--- src/sv/truth_match_delta_r_unit_assert.svh ---
// Assertion macros for the truth match delta-R unit.
// Included by the top level; compiled away when SYNTH is defined.
`ifndef TRUTH_MATCH_DELTA_R_UNIT_ASSERT_SVH
`define TRUTH_MATCH_DELTA_R_UNIT_ASSERT_SVH

`ifndef SYNTH
`define TMDR_ASSERT_IMPL(label, clk, rstn, ante, cons) \
    label: assert property (@(posedge clk) disable iff (!rstn) (ante) |-> (cons)) \
        else $error("assertion failed");
`define TMDR_ASSERT_NEXT(label, clk, rstn, ante, cons) \
    label: assert property (@(posedge clk) disable iff (!rstn) (ante) |=> (cons)) \
        else $error("assertion failed");
`else
`define TMDR_ASSERT_IMPL(label, clk, rstn, ante, cons)
`define TMDR_ASSERT_NEXT(label, clk, rstn, ante, cons)
`endif

`endif

--- src/sv/tmdr_pkg.sv ---
// Shared types, constants and lookup functions of the truth match delta-R unit.
// Used by tmdr_iso_corr and truth_match_delta_r_unit; depends on nothing.
package tmdr_pkg;

    localparam int ETA_W      = 14;
    localparam int PHI_W      = 13;
    localparam int PT_W       = 16;
    localparam int ID_W       = 24;
    localparam int ISO_W      = 16;
    localparam int RHO_W      = 12;
    localparam int BIN_W      = 3;
    localparam int DR_W       = 24;
    localparam int FRAC_W     = 8;
    localparam int OP_W       = 2;
    localparam int CFG_IDX_W  = 2;
    localparam int CFG_DATA_W = 24;
    localparam int S_TDATA_W  = 168;
    localparam int M_TDATA_W  = 96;
    localparam int ISO_CH     = 3;
    localparam int EA_W       = 9;
    localparam int X_W        = 21;
    localparam int PROD_W     = 42;
    localparam int RECIP_SH   = 30;
    localparam int Q_W        = PROD_W - RECIP_SH;
    localparam int SQ_W       = 28;

    typedef enum logic [1:0] {
        OP_CLEAR  = 2'd0,
        OP_APPEND = 2'd1,
        OP_QUERY  = 2'd2
    } opcode_t;

    typedef enum logic [1:0] {
        CLS_OTHER    = 2'd0,
        CLS_PHOTON   = 2'd1,
        CLS_ELECTRON = 2'd2
    } cls_t;

    typedef struct packed {
        cls_t                     cls;
        logic [PT_W-1:0]          pt;
        logic signed [PHI_W-1:0]  phi;
        logic signed [ETA_W-1:0]  eta;
    } entry_t;

    localparam logic [CFG_IDX_W-1:0] CFG_DR_MAX_SQ    = 2'd0;
    localparam logic [CFG_IDX_W-1:0] CFG_DPT_MAX_FRAC = 2'd1;

    localparam logic [DR_W-1:0]   DR_MAX_SQ_RST    = 24'd41943;
    localparam logic [FRAC_W-1:0] DPT_MAX_FRAC_RST = 8'd51;

    localparam logic signed [14:0] PI_FX     = 15'sd3217;
    localparam logic signed [14:0] NEG_PI_FX = -15'sd3217;
    localparam logic signed [14:0] TWO_PI_FX = 15'sd6434;

    localparam logic signed [ID_W-1:0] PHOTON_ID    = 24'sd22;
    localparam logic signed [ID_W-1:0] NEG_PHOTON_ID = -24'sd22;
    localparam logic signed [ID_W-1:0] ELECTRON_ID  = 24'sd11;
    localparam logic signed [ID_W-1:0] POSITRON_ID  = -24'sd11;
    localparam logic signed [ID_W-1:0] Z_ID         = 24'sd23;

    localparam logic [1:0] CH_CHARGED = 2'd0;
    localparam logic [1:0] CH_PHOTON  = 2'd1;
    localparam logic [1:0] CH_NEUTRAL = 2'd2;

    // Reciprocal of 1000 scaled by 2^30, rounded up; exact for the 21-bit range used.
    localparam logic [X_W-1:0] RECIP_M   = 21'd1073742;
    localparam logic [X_W-1:0] DIV_ROUND = 21'd999;

    localparam logic [ETA_W-1:0] EDGE_0 = 14'd1024;
    localparam logic [ETA_W-1:0] EDGE_1 = 14'd1515;
    localparam logic [ETA_W-1:0] EDGE_2 = 14'd2048;
    localparam logic [ETA_W-1:0] EDGE_3 = 14'd2253;
    localparam logic [ETA_W-1:0] EDGE_4 = 14'd2356;
    localparam logic [ETA_W-1:0] EDGE_5 = 14'd2458;

    function automatic logic [BIN_W-1:0] area_bin(input logic [ETA_W-1:0] abs_eta);
        logic [BIN_W-1:0] b;
        if (abs_eta < EDGE_0) begin
            b = 3'd0;
        end else if (abs_eta < EDGE_1) begin
            b = 3'd1;
        end else if (abs_eta < EDGE_2) begin
            b = 3'd2;
        end else if (abs_eta < EDGE_3) begin
            b = 3'd3;
        end else if (abs_eta < EDGE_4) begin
            b = 3'd4;
        end else if (abs_eta < EDGE_5) begin
            b = 3'd5;
        end else begin
            b = 3'd6;
        end
        return b;
    endfunction

    // Effective areas in units of 0.001.
    function automatic logic [EA_W-1:0] eff_area(input logic [1:0] ch,
                                                 input logic [BIN_W-1:0] bin);
        logic [EA_W-1:0] a;
        a = '0;
        case (ch)
            CH_CHARGED: begin
                case (bin)
                    3'd0: a = 9'd12;
                    3'd1: a = 9'd10;
                    3'd2: a = 9'd14;
                    3'd3: a = 9'd12;
                    3'd4: a = 9'd16;
                    3'd5: a = 9'd20;
                    default: a = 9'd12;
                endcase
            end
            CH_PHOTON: begin
                case (bin)
                    3'd0: a = 9'd148;
                    3'd1: a = 9'd130;
                    3'd2: a = 9'd112;
                    3'd3: a = 9'd216;
                    3'd4: a = 9'd262;
                    3'd5: a = 9'd260;
                    default: a = 9'd266;
                endcase
            end
            default: begin
                case (bin)
                    3'd0: a = 9'd30;
                    3'd1: a = 9'd57;
                    3'd2: a = 9'd39;
                    3'd3: a = 9'd15;
                    3'd4: a = 9'd24;
                    3'd5: a = 9'd39;
                    default: a = 9'd72;
                endcase
            end
        endcase
        return a;
    endfunction

endpackage

--- src/sv/tmdr_iso_corr.sv ---
// Pileup correction of the three isolation sums: iso - ceil(area * rho / 1000),
// clamped at zero. Two register stages; depends on tmdr_pkg.
module tmdr_iso_corr (
    input  logic                                         aclk,
    input  logic [tmdr_pkg::BIN_W-1:0]                   bin,
    input  logic [tmdr_pkg::RHO_W-1:0]                   rho,
    input  logic [tmdr_pkg::ISO_CH-1:0][tmdr_pkg::ISO_W-1:0] iso,
    output logic [tmdr_pkg::ISO_CH-1:0][tmdr_pkg::ISO_W-1:0] corr
);

    logic [tmdr_pkg::ISO_CH-1:0][tmdr_pkg::X_W-1:0]    x_reg;
    logic [tmdr_pkg::ISO_CH-1:0][tmdr_pkg::PROD_W-1:0] prod_reg;
    logic [tmdr_pkg::ISO_CH-1:0][tmdr_pkg::Q_W-1:0]    quot;

    always_ff @(posedge aclk) begin
        for (int i = 0; i < tmdr_pkg::ISO_CH; i++) begin
            x_reg[i]    <= tmdr_pkg::X_W'(tmdr_pkg::eff_area(2'(i), bin)) *
                           tmdr_pkg::X_W'(rho);
            prod_reg[i] <= tmdr_pkg::PROD_W'(x_reg[i] + tmdr_pkg::DIV_ROUND) *
                           tmdr_pkg::PROD_W'(tmdr_pkg::RECIP_M);
        end
    end

    always_comb begin
        for (int i = 0; i < tmdr_pkg::ISO_CH; i++) begin
            quot[i] = prod_reg[i][tmdr_pkg::PROD_W-1:tmdr_pkg::RECIP_SH];
            if (iso[i] > tmdr_pkg::ISO_W'(quot[i])) begin
                corr[i] = iso[i] - tmdr_pkg::ISO_W'(quot[i]);
            end else begin
                corr[i] = '0;
            end
        end
    end

endmodule

--- config.mk ---
export PLATFORM = sky130hd
export DESIGN_NAME = tmdr_iso_corr
export DESIGN_NICKNAME = d
export VERILOG_FILES = /design/src/sv/truth_match_delta_r_unit_assert.svh /design/src/sv/tmdr_pkg.sv /design/src/sv/tmdr_iso_corr.sv
export SDC_FILE = /design/constraint.sdc
export NUM_CORES = 2
export LEC_CHECK = 0
export BUFFER_PORTS_ARGS = -buffer_cell sky130_fd_sc_hd__buf_2
export CAP_MARGIN = 20
export CORE_UTILIZATION = 30
export DETAILED_ROUTE_END_ITERATION = 7
export HOLD_SLACK_MARGIN = 0.12
export MAX_ROUTING_LAYER = met4
export PLACE_DENSITY = 0.49
export SLEW_MARGIN = 20
export SYNTH_ARGS = -nofsm -noshare
export SYNTH_HDL_FRONTEND = slang
export SYNTH_SLANG_ARGS = --single-unit
--- constraint.sdc ---
create_clock -name aclk -period 15.75 [get_ports aclk]
set_input_delay 3.15 -clock aclk [delete_from_list [all_inputs] [get_ports aclk]]
set_output_delay 3.15 -clock aclk [all_outputs]
set_load 0.01 [all_outputs]
==> out/metrics.cfg <==
[grt]
grt_overflow=0
grt_max_degree=35
gr-usage-all-layers_pct=14.73
grt_pass1_wl_mm=108.6
antenna_found_initial=2
first_global_vias=20830

[floorplan]
pin_count=112
rows=111
fp.dieW_um=308.1
start_util_pct=30.48
dieArea_sq_um=94920
core_area_sq_um=92220
die_height_um=308.1

[synth]
netlist_area_sq_um=28110
ys_async_sr_fraction_pct=0
avgSynthCellArea_sq_um=9.152
ys_seq_area_share_pct=6.553
synth.area.top_cells=ha_1 (30%), fa_1 (29%), inv_1 (9.6%)
synthDistinctLibCells=72
yosysWarningCount=0
yosysTopAreaCell=ha_1
synth_edf_count=0
synthFlopType=dfxtp_1
yosysMostFrequentCell=inv_1
synthCells=3071
synth_seq_cells=92
syn_nets=4207
synth_top_cell_area_share_pct=29.60
synth_common_cells=inv_1 (721), ha_1 (665), fa_1 (407)

[cells_and_area]
areaGrowthSynthToFinish_pct=8.694
n_antenna_cell=0
nets=4305
drive_gt1_share_pct=5.892
multi_input_area_sq_um=23420
final_util_pct=33.13
seqCellArea_sq_um=1842
largest_reg_flops=58
fillers=9826

[worst_setup_path]
crit_fanout=16
arrival_ns=6.13
worstSetupPathType=input pin to output pin
r2r_slack_ns=7.77
cp.required_ns=12.60
start_kind=input pin
critPathCaptureType=output pin

[clock_tree]
cts_resized=0
numCtsBuffers=9
cts_root_buffer=clkbuf_16
cts_max_level=3
clk_path_buf_depth=2
holdBufCountCts=0
clk_latency_ns=0.39
clock-sinks=92
postCtsSetupRepairBufs=0
cts_tree=done
clk_pin_slew_ns=0.07

[detailed_routing]
drc=0
vias_per_cell=4.514
vias=19940
dr.pass1.iters=5
drtAntennaViolNets=0
routedWlPerCell_um=14.68
routed_wl_mm=64.83
dr.first_iter.drc_count=783

[status]
status=finished clean

[placed_design]
place_hpwl_mm=56.86
port-buffer-count=111
place.gp.congestion=0.8752

[sta]
rsz0062_at_grt=no
worst_slew_pin_slew_ns=1.092
hold_viol=0
report.final.slew_viol_count=0
fmax_mhz=107.8
final-setup-viol-count=0
finClkSkew_ns=0.01025
max-slew-margin-rel_pct=26.71
hold-worst-slack_ns=0.7394
fin_crit_sh_pct=58.90
setup-tns-final_ns=0
period_needed_ns=9.277

[job]
maxCapViolCount=0

[min_path]
hold_class=flip-flop to flip-flop

path summary, 6_finish.rpt:
kind | startpoint | end | depth (start not counted)
worst max-delay path | iso[32] | corr[45] | 13
worst min-delay path | x_reg[16] | prod_reg[38] | 2
worst max register to register | x_reg[42] | prod_reg[125] | 24
worst min register to register | x_reg[16] | prod_reg[38] | 2
critical path, cell delays in order:
cell	delay [ns]
buf_2	0.09
inv_1	0.04
ha_1	0.15
inv_1	0.06
fa_1	0.39
a21o_1	0.19
a21o_1	0.21
a221oi_1	0.35
o21ai_0	0.20
a21oi_1	0.84
nor3_1	0.11
a21o_1	0.19
buf_2	0.13
cells in the final DEF (no fill, tap or decap), types with 4 or more instances in the layout:
cell,instances
a21oi_1,103
a31oi_1,8
xnor2_1,88
and4_1,8
nor4_1,9
xor2_1,59
o21bai_1,13
o21a_1,18
a21o_1,59
or4_1,6
nand3_1,46
buf_4,20
a211oi_1,14
a311oi_1,4
a31o_2,5
nand4_1,23
clkbuf_16,9
mux2_2,4
nand2_1,157
or3_1,11
ha_1,665
nand2b_1,15
nor2_1,114
o31a_1,5
a211o_1,4
and3_1,48
o21ai_0,58
or2_2,18
nor3_1,41
dfxtp_1,92
buf_2,111
a2111oi_0,6
inv_1,721
fa_1,407
and2_1,82
nor2b_1,38
nor3b_1,4
a21boi_0,13
o211ai_1,12
metrics by stage:
stage	setup slack, ns	instance area, sq um	instances
detailed placement	6.507	30220	4401
global placement	6.568	30220	4401
CTS	6.487	30540	4417
global route	6.170	30550	4417
floorplan	6.980	28110	3071
finish	6.473	30550	4417
logic make-up after synthesis:
| kind of cell | count (synthesis) | share of synthesized area, % |
|---|---|---|
| buffers and inverters | 765 | 10.22 |
| AOI/OAI and AO/OA | 353 | 8.218 |
| and+or+nand+nor | 636 | 11.61 |
| adders and majority gates | 1072 | 58.59 |
| DFF | 92 | 6.553 |
| xor gates and xnor gates | 148 | 4.612 |
| muxes | 5 | 0.1959 |
layer usage:
layer | wire [um] | share of wire [%] | GRT usage (%)
met5 | 0 | 0 | -
met3 | 1517 | 2.3 | 1.086
met1 | 33780 | 52 | 21.29
met4 | 613 | 0.95 | 2.349
met2 | 28930 | 45 | 22.72
area by class of cell:
type / count / share of cell area [%]
Sequential cell: 92 / 6.029
Timing Repair Buffer: 131 / 2.310
Multi-Input combinational cell: 2214 / 76.65
Clock buffer: 9 / 0.7372
Tap cell: 1243 / 5.091
Clock inverter: 7 / 0.3235
Inverter: 721 / 8.859
Power is left out: the tool's default activity adds up to more than one toggle a clock period on the data nets, which glitch-free logic cannot reach.
